File: config.mk
export PLATFORM = sky130hd
export DESIGN_NAME = meter_frame_checksum_address_extract_top
export DESIGN_NICKNAME = d
export VERILOG_FILES = /design/src/hw/rtl/mfca_pkg.sv /design/src/hw/rtl/mfca_in_stage.sv /design/src/hw/rtl/mfca_check.sv /design/src/hw/rtl/mfca_out_stage.sv /design/src/hw/rtl/meter_frame_checksum_address_extract_top.sv
export SDC_FILE = /design/constraint.sdc
export NUM_CORES = 1
export LEC_CHECK = 0
export CORE_MARGIN = 1.5
export CORE_UTILIZATION = 35
export CTS_CLUSTER_SIZE = 20
export DETAILED_ROUTE_END_ITERATION = 10
export DONT_BUFFER_PORTS = 1
export PLACE_DENSITY = 0.54
export SYNTH_ARGS = -nofsm -noshare
export SYNTH_HDL_FRONTEND = slang
export SYNTH_HIERARCHICAL = 1
export SYNTH_SLANG_ARGS = --single-unit
File: constraint.sdc
create_clock -name clk -period 4 [get_ports clk]
set_input_delay 0.4 -clock clk [delete_from_list [all_inputs] [get_ports clk]]
set_output_delay 0.4 -clock clk [all_outputs]
set_load 0.03 [all_outputs]
File: src/hw/rtl/mfca_pkg.sv
// Shared types and constants for the meter frame checksum and address extractor.
// No dependencies; every other file uses these by scoped name.
package mfca_pkg;

  localparam int MAX_FRAME_BYTES = 64;

  // byte position counter only has to reach the last legal checksum position
  localparam int IDX_W  = $clog2(MAX_FRAME_BYTES);
  localparam int CIDX_W = 9;

  localparam logic [7:0] START_MARK = 8'h68;

  localparam logic [IDX_W-1:0] START_POS      = IDX_W'(4);
  localparam int               ADDR_FIRST_POS = 5;
  localparam int               ADDR_BYTES     = 6;
  localparam logic [IDX_W-1:0] LEN_POS        = IDX_W'(13);
  localparam logic [IDX_W-1:0] IDX_MAX        = IDX_W'(MAX_FRAME_BYTES - 1);
  localparam logic [CIDX_W-1:0] CSUM_OFFSET   = CIDX_W'(14);
  localparam logic [CIDX_W-1:0] FRAME_LIMIT   = CIDX_W'(MAX_FRAME_BYTES);

  localparam logic [1:0] ST_OK        = 2'd0;
  localparam logic [1:0] ST_BAD_START = 2'd1;
  localparam logic [1:0] ST_MISMATCH  = 2'd2;
  localparam logic [1:0] ST_TOO_LONG  = 2'd3;

  typedef struct packed {
    logic [7:0] rx_byte;
    logic       frame_start;
  } beat_t;

  typedef struct packed {
    logic [1:0]  frame_status;
    logic [47:0] meter_address;
  } result_t;

endpackage

File: src/hw/rtl/mfca_in_stage.sv
// Input register of the frame checker: captures one beat per cycle while not stalled.
// Depends on mfca_pkg (beat_t).
module mfca_in_stage (
  input  logic          clk,
  input  logic          rst,
  input  logic          in_valid,
  input  mfca_pkg::beat_t in_beat,
  input  logic          advance,
  output logic          in_stall,
  output logic          beat_valid,
  output mfca_pkg::beat_t beat
);

  // hold only while a captured beat cannot move on
  assign in_stall = beat_valid && !advance;

  always_ff @(posedge clk) begin
    if (rst) begin
      beat_valid <= 1'b0;
    end else if (!in_stall) begin
      beat_valid <= in_valid;
    end
  end

  always_ff @(posedge clk) begin
    if (!in_stall && in_valid) begin
      beat <= in_beat;
    end
  end

endmodule

File: src/hw/rtl/mfca_check.sv
// Frame state and checking logic: position counter, running sum, address capture.
// Depends on mfca_pkg (beat_t, result_t, status codes, frame constants).
module mfca_check (
  input  logic              clk,
  input  logic              rst,
  input  logic              advance,
  input  mfca_pkg::beat_t   beat,
  output logic              res_valid,
  output mfca_pkg::result_t result
);

  logic [mfca_pkg::IDX_W-1:0]  byte_index;
  logic [7:0]                  running_sum;
  logic [mfca_pkg::CIDX_W-1:0] checksum_index;
  logic [47:0]                 address_capture;
  logic                        frame_finished;

  logic [mfca_pkg::IDX_W-1:0]  byte_index_next;
  logic [7:0]                  running_sum_next;
  logic [mfca_pkg::CIDX_W-1:0] checksum_index_next;
  logic [47:0]                 address_capture_next;
  logic                        frame_finished_next;

  logic [mfca_pkg::IDX_W-1:0]  idx;
  logic [mfca_pkg::CIDX_W-1:0] idx_ext;
  logic [7:0]                  sum_add;

  always_comb begin
    // a start byte restarts the frame from a clean slate
    idx                  = beat.frame_start ? '0 : byte_index;
    running_sum_next     = beat.frame_start ? '0 : running_sum;
    checksum_index_next  = beat.frame_start ? '0 : checksum_index;
    address_capture_next = beat.frame_start ? '0 : address_capture;
    frame_finished_next  = beat.frame_start ? 1'b0 : frame_finished;
    idx_ext              = mfca_pkg::CIDX_W'(idx);
    sum_add              = running_sum_next + beat.rx_byte;
    byte_index_next      = byte_index;
    res_valid            = 1'b0;
    result.frame_status  = mfca_pkg::ST_OK;
    result.meter_address = '0;

    if (!frame_finished_next) begin
      byte_index_next = (idx != mfca_pkg::IDX_MAX) ? idx + 1'b1 : idx;

      for (int k = 0; k < mfca_pkg::ADDR_BYTES; k++) begin
        if (idx == mfca_pkg::IDX_W'(mfca_pkg::ADDR_FIRST_POS + k)) begin
          address_capture_next[8*k +: 8] = beat.rx_byte;
        end
      end

      if (idx < mfca_pkg::START_POS) begin
        // preamble: skip
      end else if (idx == mfca_pkg::START_POS && beat.rx_byte != mfca_pkg::START_MARK) begin
        res_valid           = 1'b1;
        result.frame_status = mfca_pkg::ST_BAD_START;
      end else if (idx < mfca_pkg::LEN_POS) begin
        running_sum_next = sum_add;
      end else if (idx == mfca_pkg::LEN_POS) begin
        running_sum_next    = sum_add;
        checksum_index_next = mfca_pkg::CSUM_OFFSET + mfca_pkg::CIDX_W'(beat.rx_byte);
        if (checksum_index_next >= mfca_pkg::FRAME_LIMIT) begin
          res_valid           = 1'b1;
          result.frame_status = mfca_pkg::ST_TOO_LONG;
        end
      end else if (idx_ext < checksum_index_next) begin
        running_sum_next = sum_add;
      end else begin
        res_valid = 1'b1;
        if (running_sum_next == beat.rx_byte) begin
          result.frame_status  = mfca_pkg::ST_OK;
          result.meter_address = address_capture_next;
        end else begin
          result.frame_status = mfca_pkg::ST_MISMATCH;
        end
      end

      if (res_valid) begin
        frame_finished_next = 1'b1;
      end
    end
  end

  always_ff @(posedge clk) begin
    if (rst) begin
      byte_index      <= '0;
      running_sum     <= '0;
      checksum_index  <= '0;
      address_capture <= '0;
      frame_finished  <= 1'b1;
    end else if (advance) begin
      byte_index      <= byte_index_next;
      running_sum     <= running_sum_next;
      checksum_index  <= checksum_index_next;
      address_capture <= address_capture_next;
      frame_finished  <= frame_finished_next;
    end
  end

  a_result_ends_frame: assert property (@(posedge clk) disable iff (rst)
    advance && res_valid |=> frame_finished)
    else $error("frame not closed after a result");

  a_idle_is_quiet: assert property (@(posedge clk) disable iff (rst)
    advance && frame_finished && !beat.frame_start |-> !res_valid)
    else $error("result produced while idle");

  a_address_only_ok: assert property (@(posedge clk) disable iff (rst)
    res_valid && result.frame_status != mfca_pkg::ST_OK |-> result.meter_address == '0)
    else $error("address leaked on a failing status");

  a_idle_state_holds: assert property (@(posedge clk) disable iff (rst)
    advance && frame_finished && !beat.frame_start |=> $stable(byte_index))
    else $error("position moved while idle");

endmodule

File: src/hw/rtl/mfca_out_stage.sv
// Result register of the frame checker: holds one result beat until taken.
// Depends on mfca_pkg (result_t).
module mfca_out_stage (
  input  logic              clk,
  input  logic              rst,
  input  logic              load_valid,
  input  mfca_pkg::result_t load_result,
  input  logic              out_stall,
  output logic              load_ready,
  output logic              out_valid,
  output mfca_pkg::result_t out_result
);

  // take a new result when empty or when the held one leaves this cycle
  assign load_ready = !out_valid || !out_stall;

  always_ff @(posedge clk) begin
    if (rst) begin
      out_valid <= 1'b0;
    end else if (load_ready) begin
      out_valid <= load_valid;
    end
  end

  always_ff @(posedge clk) begin
    if (load_ready && load_valid) begin
      out_result <= load_result;
    end
  end

endmodule

File: src/hw/rtl/meter_frame_checksum_address_extract_top.sv
// Top level of the meter frame checksum and address extractor.
// Depends on mfca_pkg, mfca_in_stage, mfca_check and mfca_out_stage.
//
// Usage:
//   Input channel (in_valid / in_stall): one frame byte per beat on rx_byte, with
//   frame_start high on byte 0 of each frame. Bytes arriving while no frame is
//   open and without frame_start are dropped; frame_start mid-frame abandons the
//   open frame silently.
//   Output channel (out_valid / out_stall): at most one result beat per frame,
//   frame_status (ok, bad start, checksum mismatch, too long) and meter_address,
//   which carries frame bytes 5..10 on ok and zero otherwise.
//   Throughput: one byte per cycle while no held result stalls the input, set by the
//   single input register feeding the result register through the checker logic.
//   Result path: the beat completing a frame is held in the input register, then
//   its result is registered in the result register.
//   Reset (rst, synchronous) empties both registers and leaves the checker idle,
//   waiting for frame_start.
//   When out_stall holds a result, one byte can still wait in the input register;
//   further bytes are stalled until the result is taken.
module meter_frame_checksum_address_extract_top (
  input  logic        clk,
  input  logic        rst,
  input  logic        in_valid,
  output logic        in_stall,
  input  logic [7:0]  rx_byte,
  input  logic        frame_start,
  output logic        out_valid,
  input  logic        out_stall,
  output logic [1:0]  frame_status,
  output logic [47:0] meter_address
);

  mfca_pkg::beat_t   in_beat;
  mfca_pkg::beat_t   beat;
  mfca_pkg::result_t result;
  mfca_pkg::result_t out_result;
  logic              beat_valid;
  logic              load_ready;
  logic              advance;
  logic              res_valid;

  assign in_beat.rx_byte     = rx_byte;
  assign in_beat.frame_start = frame_start;

  assign advance = beat_valid && load_ready;

  mfca_in_stage u_in_stage (
    .clk        (clk),
    .rst        (rst),
    .in_valid   (in_valid),
    .in_beat    (in_beat),
    .advance    (advance),
    .in_stall   (in_stall),
    .beat_valid (beat_valid),
    .beat       (beat)
  );

  mfca_check u_check (
    .clk       (clk),
    .rst       (rst),
    .advance   (advance),
    .beat      (beat),
    .res_valid (res_valid),
    .result    (result)
  );

  mfca_out_stage u_out_stage (
    .clk         (clk),
    .rst         (rst),
    .load_valid  (advance && res_valid),
    .load_result (result),
    .out_stall   (out_stall),
    .load_ready  (load_ready),
    .out_valid   (out_valid),
    .out_result  (out_result)
  );

  assign frame_status  = out_result.frame_status;
  assign meter_address = out_result.meter_address;

endmodule

==> metrics, run 1 <==
Worst Hold Slack=42.1 ps; antenna viol nets, final=0; final hold violations=0; CTS tree=yes; # port buffers=0; Post-Syn Instances=670; Syn Nets=700; Floorplan Core Area=17500 um2; # IOs=65; Via Count=4995; Clk Latency, worst-skew pair=430 ps; H-tree depth=4; Final min period=3210 ps; Clock Path Buffers=2; Worst Path Max Fanout=32; DRT iter0 DRCs=400; commonest non-fill, non-tap cells in the layout=nor2_1, dfxtp_1, a21oi_1; vias in the first global route=4784; die width=137 um; Slew HR=32.6%; Leak Pwr=2.34 nW; Post-DP Area=6470 um2; total CTS buffers=17; Die Height=137 um; Synth Register Bits=133; max cap viols=0; Area Growth Syn to Fin=11.1%; initial antenna violation count=0; Post-CTS Hold Fix Bufs=0; postcts setup bufs=0; Top Usage Layer GRT=met2; Cell Pwr Density=426 nW/um2; vias per inst=5.61; die area=18800 um2; EDFF count, synth=59; Syn Area/Cell=9.42 um2; routed wire length=16400 um; initial core utilization=36.1%; DP Worst Slack=861 ps; clk_skew=8.01 ps; # diodes=0; GR Util met1=24.6%; Data arrival, critical path=3350 ps; Max IR drop VDD=330 uV; PostCTS Resize Cnt=0; Final GP Congestion=0.925; DRT Pass-1 Iters=5; setup TNS=0 ps; commonest non-fill, non-tap cell in the layout=nor2_1; largest net degree at the start of global routing=71; grt total ovfl=0; # fillers=1689; warnings from Yosys=6; worst hold path type=input pin to flop; per-cell routed wire length=18.5 um; setup repair after global routing missed its margin=false; period utilisation layout=80.3%; register area share after synthesis=51.6%; actual slew at the worst max-slew pin=1010 ps; design area=7010 um2; row count=48; clk sink count=133; share of layout cells above drive strength 1=7.82%; status=completed; critical path class=flop to flop; Max Fclk=311 MHz; Synth cell types=56; Total GRT Usage=18.3%; post-DP HPWL=10700 um; fin. max-slew vios=0; Final WS setup=787 ps; met3 Track Usage GR=4.30%; Mapped Area=6310 um2; Req. time, crit path=4140 ps; ys flop type=dfxtp_1; wire length of the first global-routing pass=25800 um; asr flop ratio synth=0%; Setup crit end kind=flop; M2 GR Usage=28.6%; nets=682; crit path launch type=flop; # DRC=0; Setup Viol. Count Final=0; clk slew on worst S/H paths=60 ps; clock tree root buffer cell=clkbuf_16
final timing paths:
kind	startpoint	slack [ps]	depth (start not counted)	end
worst min register to register	u_check/running_sum[2]	450	2	u_check/running_sum[2]
worst max-delay path	u_in_stage/beat[0]	790	12	u_out_stage/out_result[45]
worst min-delay path	rst	40	1	u_check/checksum_index[4]
worst max register to register	u_in_stage/beat[0]	790	12	u_out_stage/out_result[45]
cell usage after synthesis (all sizes together) (2+ instances only):
library cell | instances | area share (%)
nor4b | 3 | 0.42
clkbuf | 39 | 2.3
xor2 | 4 | 0.56
o2111ai | 2 | 0.28
ha | 16 | 3.2
or3 | 2 | 0.20
nor3b | 18 | 2.1
nand3 | 41 | 3.3
nor4bb | 2 | 0.32
a21oi | 67 | 5.3
and2 | 8 | 0.79
a2bb2oi | 2 | 0.28
edfxtp | 59 | 28
o2bb2ai | 3 | 0.42
dfxtp | 74 | 23
inv | 15 | 0.89
nor2 | 95 | 5.7
nand4b | 2 | 0.28
mux2i | 5 | 0.79
a21o | 2 | 0.24
buf | 11 | 1.2
o21a | 3 | 0.36
nand2 | 57 | 3.4
nor2b | 18 | 1.9
a22o | 3 | 0.42
o31ai | 4 | 0.48
nor3 | 10 | 0.87
o21ai | 18 | 1.5
xnor2 | 5 | 0.69
a211oi | 4 | 0.48
and3 | 4 | 0.40
a22oi | 51 | 6.1
nand2b | 3 | 0.30
nor4 | 5 | 0.50
o31a | 2 | 0.28
final cells by class:
cell class	count	area, um2	area share [%]
inverter	15	56.3	0.803
clock buffer	19	443	6.32
sequential	133	3250	46.4
multi-input combinational	472	2780	39.6
clock inverter	13	100	1.43
timing repair buffer	13	97.6	1.39
tap	225	282	4.02
kinds of logic after synthesis:
kind of cell               synth area share [%]
DFF                                        51.6
xor gates and xnor gates                   1.25
buffers and inverters                      4.42
AOI/OAI and AO/OA                          17.6
muxes                                     0.793
adders and majority gates                  3.49
and+or+nand+nor                            20.8
flip-flops by register name, summed over array words and instances, names as in the netlist:
signal,count
u_check/address_capture,48
u_check/byte_index,6
u_check/checksum_index,9
u_check/frame_finished,1
u_check/running_sum,8
u_in_stage/beat,9
u_in_stage/beat_valid,1
u_out_stage/out_result,50
u_out_stage/out_valid,1
where the power goes:
part           internal (mW)  switching [mW]  total [mW]
Sequential              1.42          0.0185        1.44
Clock                  0.812           0.603        1.41
Combinational         0.0384          0.0978       0.136
Total                   2.27           0.719        2.99
through the flow:
| step | std cells | power, mW | util [%] |
|---|---|---|---|
| 2_1_floorplan | 670 | 1.57 | - |
| 3_3_place_gp | 858 | 1.60 | 37.0 |
| 3_5_place_dp | 858 | 1.60 | 37.0 |
| 4_1_cts | 890 | 3.02 | 40.1 |
| 5_1_grt | 890 | 3.08 | 40.1 |
| 6_report | 890 | 2.99 | 40.1 |
routing by layer:
metal	wire [um]	part of all wire (%)
met4	278	1.7
met1	7700	47
met2	7620	46
met5	0	0
met3	836	5.1
worst max-delay path, stage by stage (launching register included):
cell,delay [ps]
edfxtp_1,430
inv_1,260
nand2_1,100
ha_1,240
nor4b_1,260
nor2_1,80
o31ai_1,410
a21oi_1,190
nor3_1,240
nor2_1,70
and3_1,190
and2_2,170
buf_4,260
Note: power is estimated with default switching activity, not from simulation.
==> run 2, diff against run 1 <==
==> constraint.sdc (replaced) <==
create_clock -name clk -period 2.7 [get_ports clk]
set_input_delay 0.27 -clock clk [delete_from_list [all_inputs] [get_ports clk]]
set_output_delay 0.27 -clock clk [all_outputs]
set_load 0.03 [all_outputs]
==> run 2 against run 1 <==
Net effect: hold slack gained 27 ps; clock power is 49% higher; register-to-register slack worse by 780 ps; count of clock-buffer cells in the layout up 1; global-route usage is 0.52 points higher; sequential cell count stayed put; clock skew increased by 1.5 ps; worst setup slack worse by 780 ps; sequential share of layout area fell by 5.5 points; first-iteration DRC count is 6.8% lower; fmax increased by 19%; critical path type unchanged; critical endpoint is now u_out_stage/out_result[31].
==> metrics, run 2 (same netlist as run 1, synthesis figures left out) <==
status=completed; worst hold path type=input pin to flop; biggest regs=u_out_stage/out_result (50), u_check/address_capture (48); crit-path cells=buf_6 > nor2b_4 > ha_1 > nor3b_2 > o31ai_2 > a21oi_2 > nor3_2 > nor2_1 > and3_4 > and2_2 > buf_4; DRT Pass-1 Iters=5; top routing layer used=met4; initial antenna violation count=0; routed wire length=17800 um; Reg-to-Reg End=u_out_stage/out_result[31]; antenna viol nets, final=0; grt total ovfl=0; Data arrival, critical path=2880 ps; Setup Viol. Count Final=0; largest net degree at the start of global routing=68; max reg flops=50; number of cells on the worst reg-to-reg path=11; # diodes=0; Final GP Congestion=0.820; Slew HR=39.0%; share of layout cells above drive strength 1=19.7%; DP Worst Slack=-144 ps; Leak Pwr=2.78 nW; Area Growth Syn to Fin=26.0%; # IOs=65; DRT iter0 DRCs=373; clk slew on worst S/H paths=60 ps; clk sink count=133; vias in the first global route=4980; met3 wire length=766 um; Critical Path Max Stage Delay=430 ps; Final WS setup=4.63 ps; wire length of the first global-routing pass=26700 um; clock tree root buffer cell=clkbuf_16; max cap viols=0; initial core utilization=36.1%; nets=757; hold depth=3; setup repair after global routing missed its margin=true; Cell Pwr Density=570 nW/um2; # port buffers=0; DR WL met2=8760 um; CP delay by family, top=simple AND/OR/NAND/NOR gates; FF-to-FF setup slack=5 ps; # DRC=0; Floorplan Core Area=17500 um2; Final Core Density=45.5%; period utilisation layout=99.8%; crit path launch type=flop; clk_skew=9.47 ps; per-cell routed wire length=18.4 um; Clk Latency, worst-skew pair=420 ps; Total GRT Usage=18.8%; Via Count=5307; total CTS buffers=17; Worst Hold Launch=rst; Max Fclk=371 MHz; final cell count without fillers=965; vias per inst=5.50; row count=48; Die Height=137 um; Setup crit end kind=flop; actual slew at the worst max-slew pin=908 ps; Req. time, crit path=2890 ps; fin. max-slew vios=0; setup TNS=0 ps; die area=18800 um2; Clock Path Buffers=2; post-DP HPWL=11700 um; Worst R2R Start=u_in_stage/beat[0]; Max IR drop VDD=422 uV; CP bufs+invs=2; H-tree depth=4; final hold violations=0; Metal-1 WL=8080 um; Total Power=4.53 mW; Worst Path Max Fanout=5; critical path class=flop to flop; hold endpoint=u_check/running_sum[1]; commonest non-fill, non-tap cells in the layout=nor2_1, dfxtp_1, buf_4; critical path's slowest cell=edfxtp_1; Final min period=2700 ps; CTS tree=yes; die width=137 um; Largest Register=u_out_stage/out_result; Placed Cells=912; commonest non-fill, non-tap cell in the layout=nor2_1
-- run 2: worst max path at each step --
stage                                   from                          to  slack, ps  depth (start not counted)
final                     u_in_stage/beat[0]  u_out_stage/out_result[31]          5                         11
after global routing      u_in_stage/beat[0]  u_out_stage/out_result[17]       -150                         14
after CTS                 u_in_stage/beat[0]   u_out_stage/out_result[8]        0.8                         13
after detailed placement  u_in_stage/beat[0]  u_out_stage/out_result[41]       -140                         11
after global placement    u_in_stage/beat[0]  u_out_stage/out_result[10]       -110                         11
after floorplan           u_in_stage/beat[0]   u_out_stage/out_result[0]       -150                         14
-- run 2: layer usage --
metal  vias up  global-route usage (%)
met4         0                    4.68
met3        12                    4.30
met2       160                    31.7
met5         -                       0
met1      2587                    24.4
li1       2548                       -
-- run 2: metrics by stage --
stage | hold WS, ps | cell area [um2]
detailed placement | 350 | 7000
floorplan | 342 | 6440
global placement | 347 | 7000
CTS | 53.0 | 7690
global route | 84.8 | 7950
finish | 68.8 | 7950
-- run 2: worst reg2reg max path: cells and delay by family (launching register included) --
family,cells,cell delay (ps)
and+or+nand+nor,6,980
AOI/OAI and AO/OA,2,440
DFF,1,430
buffers and inverters,2,350
adders and majority gates,1,270
-- run 2: layout make-up --
class	count	area (um2)
clock buffer	20	457
clock inverter	12	78.8
fill	1641	9530
inverter	15	61.3
multi-input combinational	473	3030
sequential	133	3250
tap	225	282
timing repair buffer	87	788
-- run 2: what timing repair did --
| item | in CTS | in global routing |
|---|---|---|
| pin swaps | 0 | 7 |
| resized for setup | 4 | 29 |
| hold endpoints to repair | 76 | 0 |
| endpoints found under the setup margin | 50 | 116 |
| buffers inserted | 0 | 6 |
| hold buffers | 12 | 0 |
| gates cloned | 0 | 3 |
-- run 2: power by group --
group          internal, mW  switching, mW  leakage (nW)
combinational         0.115          0.195          1.26
sequential             2.10         0.0177          1.26
clock                  1.22          0.880         0.255
==> run 3, diff against run 2 <==
--- a/config.mk
+++ b/config.mk
@@ -13,5 +13,4 @@
 export PLACE_DENSITY = 0.54
 export SYNTH_ARGS = -nofsm -noshare
 export SYNTH_HDL_FRONTEND = slang
-export SYNTH_HIERARCHICAL = 1
 export SYNTH_SLANG_ARGS = --single-unit
==> run 3 against run 2 <==
Net effect: sequential cell count is the same; sequential power barely moved; hold slack got worse by 38 ps; critical path type unchanged; clock power grew 7%; final cell count is 4.0% lower; register-to-register slack improved by 40 ps.
==> metrics, run 3 <==
status=completed; biggest regs=u_out_stage.out_result (50), u_check.address_capture (48); most instantiated cells after synthesis=nor2_1, dfxtp_1, a21oi_1; Mapped Area=6410 um2; initial antenna violation count=0; post-DP HPWL=10800 um; worst hold path type=input pin to flop; DRT Pass-1 Iters=5; Placed Cells=876; Syn Nets=698; share of layout cells above drive strength 1=16.5%; Req. time, crit path=2840 ps; commonest non-fill, non-tap cell in the layout=nor2_1; Largest Register=u_out_stage.out_result; ys flop type=dfxtp_1; per-cell routed wire length=17.8 um; Max Fclk=376 MHz; setup repair after global routing missed its margin=true; clk slew on worst S/H paths=50 ps; H-tree depth=4; Clock Path Buffers=2; Total GRT Usage=17.5%; critical path class=flop to flop; # DRC=0; post-synth top area share=27.7%; Data arrival, critical path=2800 ps; CTS tree=yes; top cells by area, synth=edfxtp_1, dfxtp_1, nor2_1, a22oi_1, a21oi_1; Floorplan Core Area=18000 um2; total CTS buffers=17; clk_skew=22.8 ps; period utilisation layout=98.5%; EDFF count, synth=59; final cell count without fillers=926; wire length of the first global-routing pass=26400 um; # diodes=0; asr flop ratio synth=0%; fin. max-slew vios=0; Final WS setup=41.8 ps; warnings from Yosys=0; Leak Pwr=2.73 nW; Worst Hold Slack=30.4 ps; Setup Viol. Count Final=0; # port buffers=0; routed wire length=16500 um; DP Worst Slack=-44.3 ps; # IOs=65; Setup crit end kind=flop; Syn Area/Cell=9.62 um2; max cap viols=0; Area Growth Syn to Fin=20.4%; largest net degree at the start of global routing=62; Max IR drop VDD=438 uV; nets=716; Final GP Congestion=0.856; Clk Latency, worst-skew pair=440 ps; register area share after synthesis=50.8%; Worst Path Max Fanout=18; grt total ovfl=0; initial core utilization=35.7%; clk sink count=133; Slew HR=53.4%; antenna viol nets, final=0; Synth cell types=62; crit path launch type=flop; actual slew at the worst max-slew pin=697 ps; Die Height=138 um; die width=138 um; Final min period=2660 ps; commonest non-fill, non-tap cells in the layout=nor2_1, dfxtp_1, edfxtp_1; Cell Pwr Density=603 nW/um2; vias per inst=5.47; most frequent cell after synthesis=nor2_1; final hold violations=0; Via Count=5063; Total Power=4.65 mW; max reg flops=50; row count=49; setup TNS=0 ps; vias in the first global route=4972; Post-Syn Instances=666; Synth area leader=edfxtp_1; DRT iter0 DRCs=335; Synth Register Bits=133; die area=19100 um2; clock tree root buffer cell=clkbuf_16
==> run 3: cell count changes after synthesis, sizes merged, moves of 9 or more <==
| cell | before | now |
|---|---|---|
| nand2 | 57 | 36 |
| buf | 11 | 20 |
| nand2b | 3 | 13 |
| nor3b | 18 | 33 |
| nand3 | 41 | 5 |
| nand3b | 1 | 19 |
==> run 3: kinds of logic (layout without fill, tap and decap cells) <==
logic type / after synthesis / count (layout) / synth area share, %
adder cells (fa/ha/maj): 19 / 19 / 3.83
AND/OR/NAND/NOR: 269 / 269 / 22.0
flip-flops: 133 / 133 / 50.8
XOR/XNOR: 11 / 11 / 1.50
AO/OA/AOI/OAI: 167 / 167 / 17.0
buffers and inverters: 67 / 98 / 4.82
==> run 3: what timing repair did <==
item | 4_1_cts | 5_1_grt
buffers inserted | 3 | 1
setup endpoints to repair | 32 | 113
cloned | 2 | 0
resized for setup | 4 | 10
pin swaps | 2 | 1
hold buffers | 12 | 0
hold endpoints to repair | 70 | 0
==> run 3: final timing paths <==
| kind | from | slack (ps) | depth (start not counted) | end |
|---|---|---|---|---|
| setup / recovery | u_in_stage.beat[0] | 40 | 11 | u_out_stage.out_result[0] |
| hold / removal | rst | 30 | 2 | u_check.running_sum[7] |
| setup reg to reg | u_in_stage.beat[0] | 40 | 11 | u_out_stage.out_result[0] |
| hold reg to reg | u_check.checksum_index[6] | 450 | 2 | u_check.checksum_index[6] |
==> run 3: cell type report <==
cell class                 instances  area, um2
multi-input combinational        466       3000
timing repair buffer              56        571
tap                              229        287
fill                            1739      10200
clock buffer                      21        440
inverter                          10       37.5
clock inverter                    11        128
sequential                       133       3250
==> run 3: critical path: stages (launching register included) <==
cell      delay [ps]
edfxtp_1         430
buf_12           180
nand2b_4         140
ha_1             280
nand2_1           50
o22a_1           210
a211o_2          320
a211oi_4         250
nor2_2            80
nor2_4           140
buf_6            140
buf_12           150
==> run 3: power breakdown <==
group          switching (mW)  internal, mW
Combinational           0.173         0.105
Sequential             0.0277          2.10
Clock                   0.883          1.36
==> run 3: through the flow <==
step / util (%) / instance area, um2
2_1_floorplan: - / 6570
3_3_place_gp: 38.2 / 6870
3_5_place_dp: 38.2 / 6870
4_1_cts: 42.8 / 7680
5_1_grt: 43.0 / 7720
6_report: 43.0 / 7720
==> run 3: routing by layer <==
metal | track usage [%] | share of wire (%) | vias to the layer above
met2 | 28.0 | 48 | 165
met4 | 6.70 | 1.5 | 0
met3 | 4.64 | 4.5 | 16
met1 | 22.7 | 46 | 2449
met5 | 0 | 0 | -
li1 | - | - | 2433
